### src/rtl/kwg_pkg.sv
package kwg_pkg;

  localparam int DEF_MAX_LENGTH = 4096;
  localparam int DEF_MAX_TERMS  = 48;

  localparam int LEN_W   = 13;
  localparam int BETA_W  = 15;
  localparam int INDEX_W = 12;
  localparam int WEIGHT_W = 16;
  localparam int DW      = 64;
  localparam int CNT_W   = 7;

  typedef logic [0:0] reg_idx_t;
  localparam reg_idx_t REG_LENGTH = 1'b0;
  localparam reg_idx_t REG_BETA   = 1'b1;

  typedef logic [1:0] mulsh_t;
  localparam mulsh_t SH_0  = 2'd0;
  localparam mulsh_t SH_40 = 2'd1;
  localparam mulsh_t SH_42 = 2'd2;
  localparam mulsh_t SH_43 = 2'd3;

  typedef struct packed {
    logic busy;
    logic done;
  } unit_stat_t;

  localparam logic [DW-1:0] Q40_ONE = 64'd1 << 40;
  localparam logic [DW-1:0] CO_A1 = 64'(((64'd22499997 << 33) + 64'd39062) / 64'd78125);
  localparam logic [DW-1:0] CO_A2 = 64'(((64'd12656208 << 33) + 64'd39062) / 64'd78125);
  localparam logic [DW-1:0] CO_A3 = 64'(((64'd3163866 << 33) + 64'd39062) / 64'd78125);
  localparam logic [DW-1:0] CO_A4 = 64'(((64'd444479 << 33) + 64'd39062) / 64'd78125);
  localparam logic [DW-1:0] CO_A5 = 64'(((64'd39444 << 33) + 64'd39062) / 64'd78125);
  localparam logic [DW-1:0] CO_A6 = 64'(((64'd2100 << 33) + 64'd39062) / 64'd78125);
  localparam logic [DW-1:0] STOP_THRESHOLD =
    64'(((64'd1 << 40) + 64'd50000000) / 64'd100000000);
  localparam logic [DW-1:0] THREE_Q28 = 64'd3 << 28;
  // ceil(2^43 / 3), exact divide by three for arguments below 2^43
  localparam logic [DW-1:0] DIV3_RECIP = 64'(((64'd1 << 43) + 64'd1) / 64'd3);
  localparam logic [WEIGHT_W-1:0] WEIGHT_ONE = 16'd32768;

  function automatic logic [DW-1:0] poly_coef(input logic [2:0] ci);
    logic [DW-1:0] c;
    unique case (ci)
      3'd0: c = CO_A5;
      3'd1: c = CO_A4;
      3'd2: c = CO_A3;
      3'd3: c = CO_A2;
      3'd4: c = CO_A1;
      default: c = Q40_ONE;
    endcase
    return c;
  endfunction

endpackage

### src/rtl/kwg_mul.sv
module kwg_mul (
  input  logic                      clk,
  input  logic                      rst_n,
  input  logic                      start,
  input  logic [kwg_pkg::DW-1:0]    a,
  input  logic [kwg_pkg::DW-1:0]    b,
  input  kwg_pkg::mulsh_t           sh,
  output logic [kwg_pkg::DW-1:0]    res,
  output kwg_pkg::unit_stat_t       stat
);

  logic [63:0]  a_r, b_r;
  logic [127:0] acc_r;
  logic [1:0]   step_r;
  logic         busy_r, done_r;
  kwg_pkg::mulsh_t sh_r;
  logic [31:0]  ah, bh;
  logic [63:0]  part;
  logic [127:0] part_sh;

  assign ah   = step_r[1] ? a_r[63:32] : a_r[31:0];
  assign bh   = step_r[0] ? b_r[63:32] : b_r[31:0];
  assign part = ah * bh;

  always_comb begin
    unique case ({1'b0, step_r[1]} + {1'b0, step_r[0]})
      2'd0: part_sh = {64'd0, part};
      2'd1: part_sh = {32'd0, part, 32'd0};
      default: part_sh = {part, 64'd0};
    endcase
  end

  always_ff @(posedge clk) begin
    if (!rst_n) begin
      busy_r <= 1'b0;
      done_r <= 1'b0;
      step_r <= 2'd0;
    end else begin
      done_r <= 1'b0;
      if (start) begin
        busy_r <= 1'b1;
        step_r <= 2'd0;
      end else if (busy_r) begin
        step_r <= step_r + 2'd1;
        if (step_r == 2'd3) begin
          busy_r <= 1'b0;
          done_r <= 1'b1;
        end
      end
    end
  end

  always_ff @(posedge clk) begin
    if (start) begin
      a_r   <= a;
      b_r   <= b;
      sh_r  <= sh;
      acc_r <= '0;
    end else if (busy_r) begin
      acc_r <= acc_r + part_sh;
    end
  end

  always_comb begin
    unique case (sh_r)
      kwg_pkg::SH_40: res = (acc_r[127:104] != '0) ? '1 : acc_r[103:40];
      kwg_pkg::SH_42: res = (acc_r[127:106] != '0) ? '1 : acc_r[105:42];
      kwg_pkg::SH_43: res = (acc_r[127:107] != '0) ? '1 : acc_r[106:43];
      default:        res = (acc_r[127:64] != '0) ? '1 : acc_r[63:0];
    endcase
  end

  assign stat.busy = busy_r;
  assign stat.done = done_r;

endmodule

### config.mk
export PLATFORM = sky130hd
export DESIGN_NAME = kwg_mul
export DESIGN_NICKNAME = d
export VERILOG_FILES = /design/src/rtl/kwg_pkg.sv /design/src/rtl/kwg_mul.sv
export SDC_FILE = /design/constraint.sdc
export NUM_CORES = 2
export LEC_CHECK = 0
export ABC_AREA = 1
export BUFFER_PORTS_ARGS = -buffer_cell sky130_fd_sc_hd__buf_2
export CAP_MARGIN = 0
export CORE_UTILIZATION = 32
export CTS_BUF_LIST = sky130_fd_sc_hd__clkbuf_4 sky130_fd_sc_hd__clkbuf_8
export CTS_CLUSTER_DIAMETER = 200
export CTS_CLUSTER_SIZE = 40
export DETAILED_ROUTE_END_ITERATION = 6
export GPL_ROUTABILITY_DRIVEN = 1
export SETUP_SLACK_MARGIN = 0.4
export SYNTH_ARGS = -nofsm -noshare
export SYNTH_HDL_FRONTEND = slang
export SYNTH_SLANG_ARGS = --single-unit
export TNS_END_PERCENT = 30
### constraint.sdc
create_clock -name clk -period 14.5 [get_ports clk]
set_input_delay 1.45 -clock clk [delete_from_list [all_inputs] [get_ports clk]]
set_output_delay 1.45 -clock clk [all_outputs]
set_load 0.01 [all_outputs]
==> run_results.csv <==
group,metric,value,unit
run_status,status,"finished, violations left",
run_status,violations,"design-rule violations, max-capacitance violations, max-slew violations",
timing,fin_crit_sh,96.0,%
timing,rsz0062_at_grt,"false",
setup_path,cp_slowest_stage_delay,1210,ps
global_route,grt_overflow,0,
timing,setup_viol,0,
clock_network,post-cts-setup-buffers,0,
logic_synthesis,synth_edf_count,130,
logic_synthesis,syn-num-nets,9314,
finish,multi_input_area,43300,µm²
setup_path,cp_max_fo,17,
clock_network,cts_resized,0,
floorplanning,io_pins,199,
place,gp_congestion,1.08,
clock_network,holdBufCountCts,0,
hold_path,min_path_type,"flop to flop",
floorplanning,die_y,423,µm
timing,max_slew_margin,-1.57,%
setup_path,critPathKind,"flop to flop",
finish,area_growth,7.49,%
floorplanning,rows,154,
timing,setup_tns,0,ps
drt,finalWirelength,267000,µm
timing,hold_viol,0,
drt,drtPass1Iterations,7,
job,drv_cap,1,
floorplanning,die_area,179000,µm²
setup_path,cp_data_required_time,15290,ps
drt,vias_per_cell,5.29,
floorplanning,core_area,176000,µm²
clock_network,cts_tree,"done",
logic_synthesis,syn_area,56800,µm²
setup_path,critPathCaptureType,"flop",
global_route,first_global_vias,55700,
place,io_buffers,198,
logic_synthesis,ys.flop_type,"dfxtp_1",
floorplanning,start_util,32.2,%
clock_network,cts_buffers,13,
setup_path,cp_slowest_cell,"clkinv_1",
logic_synthesis,seq_area_frac_synth,11.5,%
timing,tightest_slew,1510,ps
clock_network,htreeDepth,1,
global_route,antenna_found_initial,14,
drt,wl_per_cell,26.0,µm
logic_synthesis,async_flop_share,0,%
clock_network,clock_path_buffers,3,
setup_path,cp-start-kind,"flop",
logic_synthesis,syn_inst,7892,
clock_network,insertion_delay,860,ps
timing,fmax,71.8,MHz
setup_path,worstReg2RegStart,"step_r[0]",
timing,clock_skew,200,ps
setup_path,cp-startpoint,"step_r[0]",
finish,finalNetCount,9367,
finish,postLayoutCellArea,61100,µm²
global_route,grt_max_degree,98,
clock_network,clk_pin_slew,250,ps
logic_synthesis,synth-seq-cells,262,
finish,final_cell_mix,"1564 x inv_1, 1360 x nor2_1, 1339 x nand2_1, 897 x fa_1, 434 x o21ai_0",
clock_network,clock-root-buffer,"clkbuf_8",
setup_path,crit_top_cell,"fa_1",
drt,detail_route.drc_violations,9,
timing,min_period,13930,ps
finish,register_area,6550,µm²
drt,vias,54500,
drt,ant_nets,0,
place,dpl_cell_area,60700,µm²
setup_path,arrival,14720,ps
timing,slew_viol_final,4,
global_route,grt.total_usage,29.5,%
finish,final_common_cell,"inv_1",
finish,drive_gt1_share,7.86,%
clock_network,cts_num_sinks,262,
global_route,grt_pass1_wl,384000,µm
logic_synthesis,yosysWarnings,0,
hold_path,hold_start,"acc_r[127]",
place,dp_hpwl,223000,µm
logic_synthesis,synth_cell_type_count,56,
drt,drt-initial-drc-count,5573,
logic_synthesis,syn_area_per_cell,7.20,µm²
finish,fill_cells,19100,
floorplanning,fp.dieW,423,µm
[final cells by class]
cell class,instances,area share [%]
repair buffers,315,3.08
diodes,8,0.0328
clock buffers,15,0.317
clock inverters,7,0.209
flip-flops and latches,262,10.7
well taps,2340,4.79
inverters,1626,9.99
multi-input cells,5727,70.8
[path summary, 6_finish.rpt]
kind / end / slack (ps) / depth (start not counted)
setup / recovery: acc_r[42] / 570 / 33
hold / removal: acc_r[127] / 570 / 3
setup reg to reg: acc_r[42] / 570 / 33
hold reg to reg: acc_r[127] / 570 / 3
[through the flow]
stage / utilization, % / setup WS [ps] / std cells / hold slack [ps]
global placement: 34.4 / 836 / 10300 / 516
CTS: 34.6 / 988 / 10300 / 574
finish: 34.6 / 574 / 10300 / 565
global route: 34.6 / 592 / 10300 / 613
floorplan: - / 5700 / 7892 / 492
detailed placement: 34.5 / 1050 / 10300 / 535
[kinds of logic (layout without fill, tap and decap cells)]
group / after synthesis / count (layout) / share of synthesized area (%)
AO/OA/AOI/OAI: 1129 / 1129 / 10.9
XOR/XNOR: 103 / 103 / 1.60
adder cells (fa/ha/maj): 1289 / 1289 / 40.2
buffers and inverters: 1903 / 1963 / 12.7
flip-flops: 262 / 262 / 11.5
other: 0 / 8 / 0
AND/OR/NAND/NOR: 3206 / 3206 / 23.1
[worst max-delay path: cells and delay by family (launching register included)]
kind,cells,cell delay [ps]
compound gates,9,3470
xor+xnor,2,1910
buf+inv,5,1760
flops,1,380
simple gates,7,1410
fa+ha+maj,10,4950
[sequential cells by signal, summed over array words and instances, names as in the netlist]
register and count:
acc_r 128, sh_r 2, step_r 2, a_r 64
done_r 1, b_r 64, busy_r 1
[routing by layer]
| layer | vias up | global-route usage (%) | wire length (µm) |
|---|---|---|---|
| met5 | - | 0 | 75 |
| met4 | 12 | 18.9 | 20400 |
| met3 | 609 | 4.88 | 20700 |
| met2 | 2475 | 48.3 | 124000 |
| met1 | 27100 | 35.9 | 103000 |
| li1 | 24200 | - | - |
[synthesized netlist by cell type, types with 41 or more instances]
cell type / n / area share, %
a21oi_1: 350 / 3.1
clkbuf_1: 243 / 1.6
dfxtp_1: 132 / 4.6
edfxtp_1: 130 / 6.9
fa_1: 897 / 32
ha_1: 392 / 8.6
inv_1: 1566 / 10
inv_2: 42 / 0.28
nand2_1: 1340 / 8.9
nand3_1: 181 / 1.6
nand4_1: 93 / 1.0
nor2_1: 1364 / 9.0
o21ai_0: 451 / 4.0
o21ai_1: 129 / 1.1
o21bai_1: 42 / 0.55
o22ai_1: 41 / 0.45
or2_2: 65 / 0.72
xor2_1: 73 / 1.1
Power is left out: the tool's default activity adds up to more than one toggle a clock period on the data nets, which glitch-free logic cannot reach.
