`config.mk`:
```
export PLATFORM = sky130hd
export DESIGN_NAME = kwg_div
export DESIGN_NICKNAME = d
export VERILOG_FILES = /design/src/rtl/kwg_pkg.sv /design/src/rtl/kwg_div.sv
export SDC_FILE = /design/constraint.sdc
export NUM_CORES = 1
export LEC_CHECK = 0
export BUFFER_PORTS_ARGS = -buffer_cell sky130_fd_sc_hd__buf_2
export CAP_MARGIN = 25
export CORE_MARGIN = 2
export CORE_UTILIZATION = 50
export CTS_CLUSTER_SIZE = 14
export DETAILED_ROUTE_END_ITERATION = 10
export PLACE_DENSITY = 0.75
export SYNTH_ARGS = -nofsm -noshare
export SYNTH_HDL_FRONTEND = slang
export SYNTH_SLANG_ARGS = --single-unit
```
`constraint.sdc`:
```
create_clock -name clk -period 4.2 [get_ports clk]
set_input_delay 0.42 -clock clk [delete_from_list [all_inputs] [get_ports clk]]
set_output_delay 0.42 -clock clk [all_outputs]
set_load 0.05 [all_outputs]
```
`src/rtl/kwg_pkg.sv`:
```
package kwg_pkg;

  localparam int DEF_MAX_LENGTH = 4096;
  localparam int DEF_MAX_TERMS  = 48;

  localparam int LEN_W   = 13;
  localparam int BETA_W  = 15;
  localparam int INDEX_W = 12;
  localparam int WEIGHT_W = 16;
  localparam int DW      = 64;
  localparam int CNT_W   = 7;

  typedef logic [0:0] reg_idx_t;
  localparam reg_idx_t REG_LENGTH = 1'b0;
  localparam reg_idx_t REG_BETA   = 1'b1;

  typedef logic [1:0] mulsh_t;
  localparam mulsh_t SH_0  = 2'd0;
  localparam mulsh_t SH_40 = 2'd1;
  localparam mulsh_t SH_42 = 2'd2;
  localparam mulsh_t SH_43 = 2'd3;

  typedef struct packed {
    logic busy;
    logic done;
  } unit_stat_t;

  localparam logic [DW-1:0] Q40_ONE = 64'd1 << 40;
  localparam logic [DW-1:0] CO_A1 = 64'(((64'd22499997 << 33) + 64'd39062) / 64'd78125);
  localparam logic [DW-1:0] CO_A2 = 64'(((64'd12656208 << 33) + 64'd39062) / 64'd78125);
  localparam logic [DW-1:0] CO_A3 = 64'(((64'd3163866 << 33) + 64'd39062) / 64'd78125);
  localparam logic [DW-1:0] CO_A4 = 64'(((64'd444479 << 33) + 64'd39062) / 64'd78125);
  localparam logic [DW-1:0] CO_A5 = 64'(((64'd39444 << 33) + 64'd39062) / 64'd78125);
  localparam logic [DW-1:0] CO_A6 = 64'(((64'd2100 << 33) + 64'd39062) / 64'd78125);
  localparam logic [DW-1:0] STOP_THRESHOLD =
    64'(((64'd1 << 40) + 64'd50000000) / 64'd100000000);
  localparam logic [DW-1:0] THREE_Q28 = 64'd3 << 28;
  // ceil(2^43 / 3), exact divide by three for arguments below 2^43
  localparam logic [DW-1:0] DIV3_RECIP = 64'(((64'd1 << 43) + 64'd1) / 64'd3);
  localparam logic [WEIGHT_W-1:0] WEIGHT_ONE = 16'd32768;

  function automatic logic [DW-1:0] poly_coef(input logic [2:0] ci);
    logic [DW-1:0] c;
    unique case (ci)
      3'd0: c = CO_A5;
      3'd1: c = CO_A4;
      3'd2: c = CO_A3;
      3'd3: c = CO_A2;
      3'd4: c = CO_A1;
      default: c = Q40_ONE;
    endcase
    return c;
  endfunction

endpackage

```
`src/rtl/kwg_div.sv`:
```
module kwg_div (
  input  logic                         clk,
  input  logic                         rst_n,
  input  logic                         start,
  input  logic [kwg_pkg::DW-1:0]       rem_init,
  input  logic [kwg_pkg::DW-1:0]       num,
  input  logic [kwg_pkg::DW-1:0]       den,
  input  logic [kwg_pkg::CNT_W-1:0]    count,
  output logic [kwg_pkg::DW-1:0]       quo,
  output kwg_pkg::unit_stat_t          stat
);

  logic [63:0] rem_r, dvd_r, den_r, quo_r;
  logic [kwg_pkg::CNT_W-1:0] cnt_r;
  logic        busy_r, done_r;
  logic [64:0] r2, r2s;
  logic        ge;

  assign r2  = {rem_r, dvd_r[63]};
  assign r2s = r2 - {1'b0, den_r};
  assign ge  = (r2 >= {1'b0, den_r});

  always_ff @(posedge clk) begin
    if (!rst_n) begin
      busy_r <= 1'b0;
      done_r <= 1'b0;
      cnt_r  <= '0;
    end else begin
      done_r <= 1'b0;
      if (start) begin
        busy_r <= 1'b1;
        cnt_r  <= count;
      end else if (busy_r) begin
        cnt_r <= cnt_r - 1'b1;
        if (cnt_r == 7'd1) begin
          busy_r <= 1'b0;
          done_r <= 1'b1;
        end
      end
    end
  end

  always_ff @(posedge clk) begin
    if (start) begin
      rem_r <= rem_init;
      dvd_r <= num;
      den_r <= den;
      quo_r <= '0;
    end else if (busy_r) begin
      rem_r <= ge ? r2s[63:0] : r2[63:0];
      dvd_r <= {dvd_r[62:0], 1'b0};
      quo_r <= {quo_r[62:0], ge};
    end
  end

  assign quo       = quo_r;
  assign stat.busy = busy_r;
  assign stat.done = done_r;

endmodule

```
==> results of run 1 <==
==> cell families after synthesis <==
logic type               synth area share [%]
AO/OA/AOI/OAI                            12.7
XOR/XNOR                                 4.02
adder cells (fa/ha/maj)                  5.73
buffers and inverters                    4.29
flip-flops                               49.0
multiplexers                             12.8
AND/OR/NAND/NOR                          11.5
==> final cells by class <==
type	count	area [sq um]	area share [%]
antenna	9	22.5	0.128
multi-input combinational	979	6900	39.4
clock buffer	40	820	4.68
sequential	265	7230	41.3
inverter	87	327	1.86
timing repair buffer	293	1620	9.25
tap	384	480	2.74
clock inverter	16	129	0.735
==> cell usage in the layout, fill, tap and decap left out, types with 6 or more instances in the layout <==
| cell type | n |
|---|---|
| a211oi_1 | 6 |
| a21o_1 | 23 |
| a21oi_1 | 133 |
| and2_1 | 16 |
| and3_1 | 10 |
| buf_12 | 6 |
| buf_2 | 266 |
| buf_4 | 18 |
| clkbuf_1 | 8 |
| clkbuf_16 | 31 |
| clkinv_2 | 8 |
| dfxtp_1 | 72 |
| diode_2 | 9 |
| edfxtp_1 | 192 |
| ha_1 | 66 |
| inv_1 | 87 |
| mux2_2 | 108 |
| mux2i_1 | 67 |
| nand2_1 | 94 |
| nand3_1 | 11 |
| nand4_1 | 19 |
| nor2_1 | 159 |
| nor2b_1 | 17 |
| nor3_1 | 16 |
| o21a_1 | 9 |
| o21ai_0 | 44 |
| o21ai_1 | 14 |
| o21bai_1 | 10 |
| o31ai_1 | 6 |
| or3_1 | 7 |
| xnor2_1 | 38 |
| xor2_1 | 26 |
==> critical path, cell delays in order, from the launching register on <==
cell and delay [ns]:
edfxtp_1 0.39, inv_1 0.08, ha_1 0.16, inv_1 0.05, fa_1 0.40, a21o_1 0.21, a221o_1 0.38, a221o_1 0.39
a211o_2 0.44, a31oi_4 0.29, o31a_4 0.21, o211ai_4 0.10, xnor2_2 0.14, a21oi_1 0.10, mux2_2 0.30
==> flip-flops by register name (all words and copies together) (netlist names) <==
signal  flops
done_r      1
dvd_r      64
cnt_r       7
quo        64
busy_r      1
rem_r      64
den_r      64
==> power by group <==
part	switching, W	total [W]	internal, W
sequential	0.000229	0.00364	0.00341
combinational	0.00301	0.00529	0.00228
clock	0.00107	0.00251	0.00144
total	0.00431	0.0114	0.00713
==> worst min-delay path by stage <==
stage / startpoint / end / slack [ns] / depth (start not counted)
after floorplan: den[0] / den_r[0] / 0.52 / 0
after global placement: quo[63] / quo[63] / 0.47 / 2
after detailed placement: quo[63] / quo[63] / 0.48 / 2
after CTS: den[53] / den_r[53] / 0.001 / 1
after global routing: den[34] / den_r[34] / 0.005 / 1
final: den[33] / den_r[33] / 0.02 / 1
==> through the flow <==
stage | hold slack, ns | instance area, sq um | total power [W] | setup WS, ns | util, %
5_1_grt | 0.00539 | 17500 | 0.0122 | 0.200 | 60.7
3_5_place_dp | 0.480 | 16500 | 0.00884 | 0.265 | 57.2
6_report | 0.0227 | 17500 | 0.0114 | 0.314 | 60.7
2_1_floorplan | 0.519 | 14800 | 0.00765 | 0.742 | -
4_1_cts | 0.000965 | 17500 | 0.0114 | 0.216 | 60.6
3_3_place_gp | 0.474 | 16500 | 0.00873 | 0.369 | 57.2
==> layer usage <==
layer | global-route usage (%) | wire length (um) | up-vias | share of wire, %
met5 | 0 | 81 | - | 0.23
met2 | 37.1 | 16300 | 406 | 46
met1 | 27.8 | 14800 | 5305 | 42
li1 | - | - | 5572 | -
met4 | 6.51 | 955 | 14 | 2.7
met3 | 6.06 | 2860 | 77 | 8.2
==> results.md, run 1 <==
* Status: finished clean
* Synth top area share at about two fifths
* Standard-cell rows at 62
* Cell variety after synth at between 70 and 80
* Cts bufs inserted at 30
* Actual slew at the worst max-slew pin at about 0.80 ns
* Worst r2r src: dvd_r[63]
* Initial antenna violation count at 15
* Number of global-route vias before repair at about 11k
* Setup Crit Path Kind: reg -> reg
* # IOs at between 200 and 300
* Setup Buffers After CTS at 0
* Clock Sinks at about 270
* Fillcell total at between 2k and 2.5k
* Number of H-tree levels at 1
* Max Fclk at approximately 0.26 GHz
* Avg WL per Cell at 16.9 um
* Reg-to-reg endpoint: rem_r[60]
* Synthesized instance count at around 1.4k
* Synthesized flop and latch total at around 270
* Clk_skew at approximately 0.016 ns
* Worst setup endpoint: rem_r[60]
* Initial Util at 51.1%
* Die height at between 150 and 200 um
* CP startpoint: dvd_r[63]
* Port bufs at around 270
* Final critical-path required period at 3.89 ns
* Final Wtd Congestion at 0.910
* Seq/Total Area, Yosys at just under 50%
* Largest net degree at the start of global routing at approximately 110
* Total congestion overflow at 0
* Mapped Avg Cell Area at between 10 and 15 sq um
* RSZ-0062 raised after global routing: no
* Layout cell share with drive strength beyond 1 at about 28%
* Iter 0 DRT Violations at approximately 700
* Setup_tns at 0 ns
* Synth area leaders: edfxtp_1 (39%), dfxtp_1 (9.9%), mux2_2 (8.2%), ha_1 (5.6%), mux2i_1 (4.5%)
* Routed Antenna Nets at 0
* Pwr dens at 652 mW/mm^2
* Post-synth top cells: edfxtp_1 (192), nor2_1 (159), a21oi_1 (133), mux2_2 (108), nand2_1 (94)
* CP required at 4.52 ns
* CP max FO at 4
* First-pass GRT wire length at between 50000 and 60000 um
* Max-slew violation count at 0
* Post-synth EDFFs at about 190
* Later-pin clock latency in the skew report at roughly 0.57 ns
* Crit. End Element: register
* Critical path arrival at 4.20 ns
* Synth-to-layout area growth at 18.8%
* Maxcap violations at 0
* Register-to-Register Path Depth at 14
* Reg clk slew, reported paths at 0.07 ns
* Final worst-path cycle share at 92.5%
* Post-route insts no fill at 2073
* Relative slew slack at 46.6%
* Post-cts resize count at 0
* Net Count, Synth at ~1.7k
* Clock Path Buffers at 3
* Die area at 0.0309 sq mm
* Ys flop type: edfxtp_1
* Placed Cells at approximately 2.0k
* Asr flop ratio synth at 0%
* Final setup viols at 0
* HP Class: in -> reg
* Yosys top cell by area: edfxtp_1
* Leak at ~7.5 nW
* Hold buffers post-CTS at 2
* Startpoint types: register
* Clock root buffer master: clkbuf_16
* Top-count cell post-synth: edfxtp_1
* Core area at just under 0.03 sq mm
* Detailed-route wire length at 35000 um
* Vias at approximately 11k
* Reg2reg setup slack at between 0.3 and 0.4 ns
* DRC errors left at 0
* Hold Violations, Final at 0
* Layout Nets at about 1.9k
* DR vias/cell at 5.49
* Peak VDD IR at ~0.38 mV
* GRT Total Usage at between 20% and 30%
* First-pass DRT Iterations at 7
* Hpwl dp at 25400 um
* Mapped cell area at roughly 0.015 sq mm
* Warnings from Yosys at 0
* CTS tree: built
* Die X at between 150 and 200 um
(Power assumes the default switching activity.)
==> run 2: changes to the inputs <==
Settings changed: ABC_AREA from default to 1, CTS_BUF_LIST from default to sky130_fd_sc_hd__clkbuf_8, PLACE_DENSITY 0.75 to 0.74.
Clock period 4.2 ns to 3.78 ns, I/O delays scaled along.
==> run 2 against run 1 <==
Total power down 7.6%. Global-route usage up 8.5 points. Sequential share of layout area down 7.2 points. Setup slack better by 0.22 ns. Largest cell class is now multi-input gates. Critical endpoint is now rem_r[32]. Sequential cell count unchanged. Synthesized area up 17%. Maximum frequency up 20%.
==> results.md, run 2 <==
* GR Layer Usage met2 at 50.4%
* Hpwl dp at just over 40000 um
* Worst Min Path Start: num[11]
* CP max stage delay at 0.63 ns
* HP Class: in -> reg
* Clock root buffer master: clkbuf_8
* CP required at between 4 and 5 ns
* Gr busiest metal: met2
* Int Power at 0.00638 W
* Initial antenna violation count at 3
* Register share of total power at about a third
* Sequential Area at around 0.0072 sq mm
* Reg2reg setup slack at ~0.54 ns
* Clk pwr share at between 20% and 30%
* Max-slew violation count at 0
* Power consumption at 0.0106 W
* Later-pin clock latency in the skew report at 0.67 ns
* Net Count, Synth at 2684
* Detailed-route wire length at 54600 um
* Hold Violations, Final at 0
* DR vias/cell at about 5
* Peak VDD IR at between 0.3 and 0.4 mV
* Layout Nets at ~3.1k
* Warnings from Yosys at 0
* Reg-to-reg endpoint: rem_r[32]
* Max Fclk at between 0.3 and 0.4 GHz
* Routed Antenna Nets at 0
* Synthesized flop and latch total at between 200 and 300
* Layout cell share with drive strength beyond 1 at 14.8%
* Cts bufs inserted at 47
* Register-to-Register Path Depth at 16
* Number of global-route vias before repair at roughly 16k
* Vias at approximately 17k
* Synth area leaders: edfxtp_1 (33%), nand2_1 (21%), inv_1 (10%), dfxtp_1 (8.5%), ha_1 (4.8%)
* First-pass DRT Iterations at 6
* Setup Buffers After CTS at 0
* Largest net degree at the start of global routing at between 90 and 100
* Cell variety after synth at 38
* Pwr dens at between 400 and 500 mW/mm^2
* Total congestion overflow at 0
* CP max FO at 64
* Area of the multi-input gates at 0.00775 sq mm
* Comb pwr share at between 30% and 40%
* Most common cell after layout, fill and taps aside: nand2_1
* Standard-cell rows at 68
* Mapped Avg Cell Area at ~7.1 sq um
* Die X at between 150 and 200 um
* DRC errors left at 0
* Top-count cell post-synth: nand2_1
* Seq/Total Area, Yosys at 41.9%
* Crit-path cells: ha_1 -> nand2_1 -> nand2_1 -> nand2_1 -> nand2_1 -> inv_2 -> nand3_2 -> nand2_2 -> nand2_2 -> nand2_2 -> nand2_2 -> nand2_2 -> buf_4 -> nand3b_1 -> nand3_1 -> nand2_1
* Actual slew at the worst max-slew pin at roughly 0.83 ns
* Setup Crit Path Kind: reg -> reg
* Synthesized instance count at 2415
* Switch share at just under 40%
* Met3 Track Usage GR at 6.11%
* Final worst-path cycle share at between 80 and 90%
* RSZ-0062 raised after global routing: no
* Avg WL per Cell at 16.5 um
* Final Wtd Congestion at between 0.9 and 1
* Iter 0 DRT Violations at 1132
* Initial Util at about 50%
* Ys flop type: edfxtp_1
* Core area at around 0.034 sq mm
* Worst hold path cell count at 3
* Clock Path Buffers at 3
* Asr flop ratio synth at 0%
* Status: finished clean
* First-pass GRT wire length at 85800 um
* Mapped cell area at ~0.017 sq mm
* Post-synth EDFFs at approximately 190
* Post-place setup slack at between 0.6 and 0.7 ns
* Port bufs at ~270
* Critical path arrival at roughly 3.6 ns
* Slowest stage cell, crit path: buf_4
* Fillcell total at between 3k and 4k
* Number of H-tree levels at 2
* Most frequent cells in the layout: nand2_1 (968), inv_1 (485), buf_2 (266)
* Top Family by Delay on Critical Path: simple AND/OR/NAND/NOR gates
* Startpoint types: register
* Post-synth top cells: nand2_1 (969), inv_1 (477), edfxtp_1 (192), nand3_1 (141), nor2_1 (100)
* Setup_tns at 0 ns
* Synth top area share at between 30% and 40%
* WHS Endpoint: dvd_r[11]
* # IOs at 268
* Synth-to-layout area growth at 23.2%
* CP Buf/Inv Count at 2
* Die area at ~0.036 sq mm
* Clock Sinks at between 200 and 300
* Switching power at between 0.004 and 0.005 W
* Final setup viols at 0
* Final setup margin at around 0.54 ns
* CTS tree: built
* Crit. End Element: register
* Final critical-path required period at 3.24 ns
* Maxcap violations at 0
* Worst r2r src: rem_r[5]
* Clk_skew at 0.0599 ns
* Die height at roughly 190 um
* Reg clk slew, reported paths at around 0.07 ns
* Grt met1 use at between 30% and 40%
* Yosys top cell by area: edfxtp_1
* Relative slew slack at between 40% and 50%
* Leak at approximately 11 nW
* GRT Total Usage at 30.6%
run 2: area by class of cell:
cell class | instances | share of cell area (%)
well taps | 455 | 2.68
multi-input cells | 1594 | 36.5
repair buffers | 424 | 13.7
clock buffers | 51 | 3.30
flip-flops and latches | 265 | 34.0
diodes | 1 | 0.0118
clock inverters | 32 | 1.08
inverters | 490 | 8.69
run 2: worst max path at each step:
| stage | startpoint | endpoint | slack [ns] | cells after the start |
|---|---|---|---|---|
| finish | rem_r[5] | rem_r[32] | 0.54 | 16 |
| global placement | rem_r[7] | rem_r[32] | 0.65 | 16 |
| global route | rem_r[7] | rem_r[32] | 0.43 | 16 |
| CTS | rem_r[5] | rem_r[32] | 0.60 | 16 |
| floorplan | start | dvd_r[0] | 0.75 | 4 |
| detailed placement | rem_r[6] | rem_r[32] | 0.64 | 16 |
run 2: cell families (layout without fill, tap and decap cells):
group | count (synthesis) | after routing | share of synthesized area [%]
adders and majority gates | 67 | 67 | 4.90
DFF | 265 | 265 | 41.9
buffers and inverters | 556 | 997 | 13.2
and+or+nand+nor | 1365 | 1365 | 34.1
xor gates and xnor gates | 33 | 33 | 1.68
other | 0 | 1 | 0
AOI/OAI and AO/OA | 129 | 129 | 4.29
run 2: routing by layer:
metal	vias to the layer above	routed length, um
met4	2	2070
met2	595	24800
met3	110	4100
met5	-	16
li1	8308	-
met1	7522	23500
run 2: repair_timing:
item	CTS	global route
endpoints found under the setup margin	0	0
resized for setup	0	0
hold buffers	145	0
endpoints found under the hold margin	146	0
run 2: tightest hold or removal path, delay by kind of cell:
| kind | cells | cell delay, ns |
|---|---|---|
| buffers and inverters | 1 | 0.07 |
| and+or+nand+nor | 2 | 0.10 |
run 2: power groups by stage:
stage | registers [W] | clock network, W | logic, W
CTS | 0.00364 | 0.00278 | 0.00417
detailed placement | 0.00369 | 0 | 0.00403
global placement | 0.00368 | 0 | 0.00398
global route | 0.00367 | 0.00290 | 0.00471
finish | 0.00364 | 0.00272 | 0.00420
floorplan | 0.00367 | 0 | 0.00299
run 2: per-stage QoR:
stage,utilization [%],hold slack (ns),area (sq um),instances
3_5_place_dp,55.0,0.475,18900,3083
2_1_floorplan,-,0.461,17300,2415
3_3_place_gp,55.0,0.444,18900,3083
5_1_grt,62.0,0.0306,21300,3312
4_1_cts,62.0,0.0000411,21200,3311
6_report,62.0,0.0389,21300,3312
==> run 3: changes to the inputs <==
Settings changed: PLACE_DENSITY 0.74 to 0.72.
==> run 3 against run 2 <==
Clock-buffer cell count is 2 lower. Global-route usage shrank 1.8 points. Via count down 2.7%. Critical path type unchanged. Register-to-register slack better by 0.23 ns.
==> results.md, run 3 (synthesis results as in run 2) <==
* Max-slew violation count at 0
* Iter 0 DRT Violations at 990
* Number of H-tree levels at 2
* Reg-to-reg endpoint: rem_r[10]
* Placed Area at around 0.019 sq mm
* Die area at approximately 0.036 sq mm
* Hpwl dp at 39800 um
* First-pass GRT wire length at 80500 um
* Core area at ~0.034 sq mm
* Vias at between 15k and 20k
* Number of global-route vias before repair at around 16k
* Detailed-route wire length at approximately 52000 um
* Cell area after layout at slightly above 0.02 sq mm
* Final setup viols at 0
* Comb pwr share at between 30% and 40%
* Worst Min Path Start: rem_init[63]
* Peak VDD IR at about 0.34 mV
* Hold Violations, Final at 0
* GRT Total Usage at between 20% and 30%
* DRC errors left at 0
* Routed Antenna Nets at 0
* Switch share at between 30% and 40%
* Register share of total power at a little over a third
* Pwr dens at roughly 510 mW/mm^2
* CP max FO at 28
* Avg WL per Cell at 16.0 um
* First-pass DRT Iterations at 6
* Total congestion overflow at 0
* CP max stage delay at about 0.4 ns
* Fillcell total at 3215
* Hold_ws at 0.0341 ns
* WHS Endpoint: rem_r[63]
* CP startpoint: rem_r[49]
* Layout Nets at about 3.0k
* Clock Sinks at approximately 270
* Die X at 190 um
* # IOs at approximately 270
* Power consumption at 0.0105 W
* Crit-path cells: ha_1 -> nand2_1 -> nor2_2 -> nand2_1 -> nor2_1 -> nand3_1 -> nor2_1 -> nor2_1 -> nand2_2 -> nor2_4 -> buf_4 -> nand3b_1 -> nand3_1 -> nand2_1
* Standard-cell rows at 68
* Reg clk slew, reported paths at 0.07 ns
* Final Wtd Congestion at just under 1
* Post-place setup slack at 0.821 ns
* Max Fclk at between 0.3 and 0.4 GHz
* CTS tree: built
* Crit. End Element: register
* Startpoint types: register
* Cts bufs inserted at 45
* Setup Crit Path Kind: reg -> reg
* Setup Buffers After CTS at 0
* Setup_tns at 0 ns
* Initial Util at between 50% and 60%
* Most frequent cells in the layout: nand2_1 (968), inv_1 (492), buf_2 (266)
* Relative slew slack at a little over a third
* Worst hold path cell count at 3
* Reg2reg setup slack at between 0.7 and 0.8 ns
* Clk pwr share at a little over a quarter
* Final setup margin at 0.768 ns
* Die height at between 150 and 200 um
* Leak at between 10 and 15 nW
* Clock Path Buffers at 3
* Layout cell share with drive strength beyond 1 at ~15%
* Register-to-Register Path Depth at 14
* Later-pin clock latency in the skew report at 0.63 ns
* Largest net degree at the start of global routing at between 100 and 150
* CP required at around 4.1 ns
* Status: finished clean
* Synth-to-layout area growth at 20.0%
* DR vias/cell at a little under 5
* Worst r2r src: rem_r[49]
* Critical path arrival at around 3.4 ns
* Actual slew at the worst max-slew pin at 0.972 ns
* Slowest stage cell, crit path: edfxtp_1
* Clock root buffer master: clkbuf_8
* Final critical-path required period at roughly 3.0 ns
* Switching power at about 0.0041 W
* Int Power at between 0.006 and 0.007 W
* Initial antenna violation count at 7
* Most common cell after layout, fill and taps aside: nand2_1
* Final worst-path cycle share at between 70% and 80%
* RSZ-0062 raised after global routing: no
* Clk_skew at approximately 0.040 ns
* Port bufs at ~270
* HP Class: in -> reg
* Maxcap violations at 0
-- run 3: changes by cell type in the layout (fill, tap and decap cells not counted), sizes merged, moves of 3 or more --
cell / delta
buf: +3
clkinv: -9
dlygate4sd3: -54
inv: +6
-- run 3: cell type report --
class	instances	area [sq um]	share of cell area, %
repair buffers	373	2370	11.4
flip-flops and latches	265	7230	34.9
clock inverters	32	255	1.23
multi-input cells	1594	7750	37.5
inverters	490	1850	8.92
diodes	3	7.51	0.0363
clock buffers	49	674	3.26
well taps	455	569	2.75
-- run 3: power groups by stage --
| stage | logic (W) | clock network (W) | registers, W |
|---|---|---|---|
| final | 0.00413 | 0.00274 | 0.00365 |
| after global routing | 0.00464 | 0.00290 | 0.00368 |
| after CTS | 0.00411 | 0.00279 | 0.00365 |
| after detailed placement | 0.00402 | 0 | 0.00370 |
| after global placement | 0.00397 | 0 | 0.00370 |
| after floorplan | 0.00299 | 0 | 0.00367 |
-- run 3: worst max-delay path, delay by kind of cell, from the launching register on --
kind	cells	cell delay [ns]
adder cells (fa/ha/maj)	1	0.39
buffers and inverters	1	0.40
flip-flops	1	0.40
AND/OR/NAND/NOR	12	1.55
-- run 3: worst max path at each step --
stage	endpoint	slack, ns
final	rem_r[10]	0.77
after global routing	rem_r[55]	0.53
after CTS	rem_r[58]	0.80
after detailed placement	rem_r[39]	0.82
after global placement	rem_r[39]	0.82
after floorplan	dvd_r[0]	0.75
-- run 3: what timing repair did --
| item | CTS | global route |
|---|---|---|
| hold endpoints to repair | 92 | 0 |
| gates resized for setup | 0 | 0 |
| hold buffers | 91 | 0 |
-- run 3: per-stage QoR --
stage | util (%) | cells
4_1_cts | 60.3 | 3258
3_5_place_dp | 55.0 | 3086
3_3_place_gp | 55.0 | 3086
5_1_grt | 60.3 | 3258
6_report | 60.4 | 3261
2_1_floorplan | - | 2415
-- run 3: layer usage --
layer	vias up	part of all wire (%)	track usage [%]
met3	91	7.8	6.57
li1	8195	-	-
met2	530	46	47.8
met5	-	0.067	0
met4	6	2.7	9.33
met1	7276	43	37.1
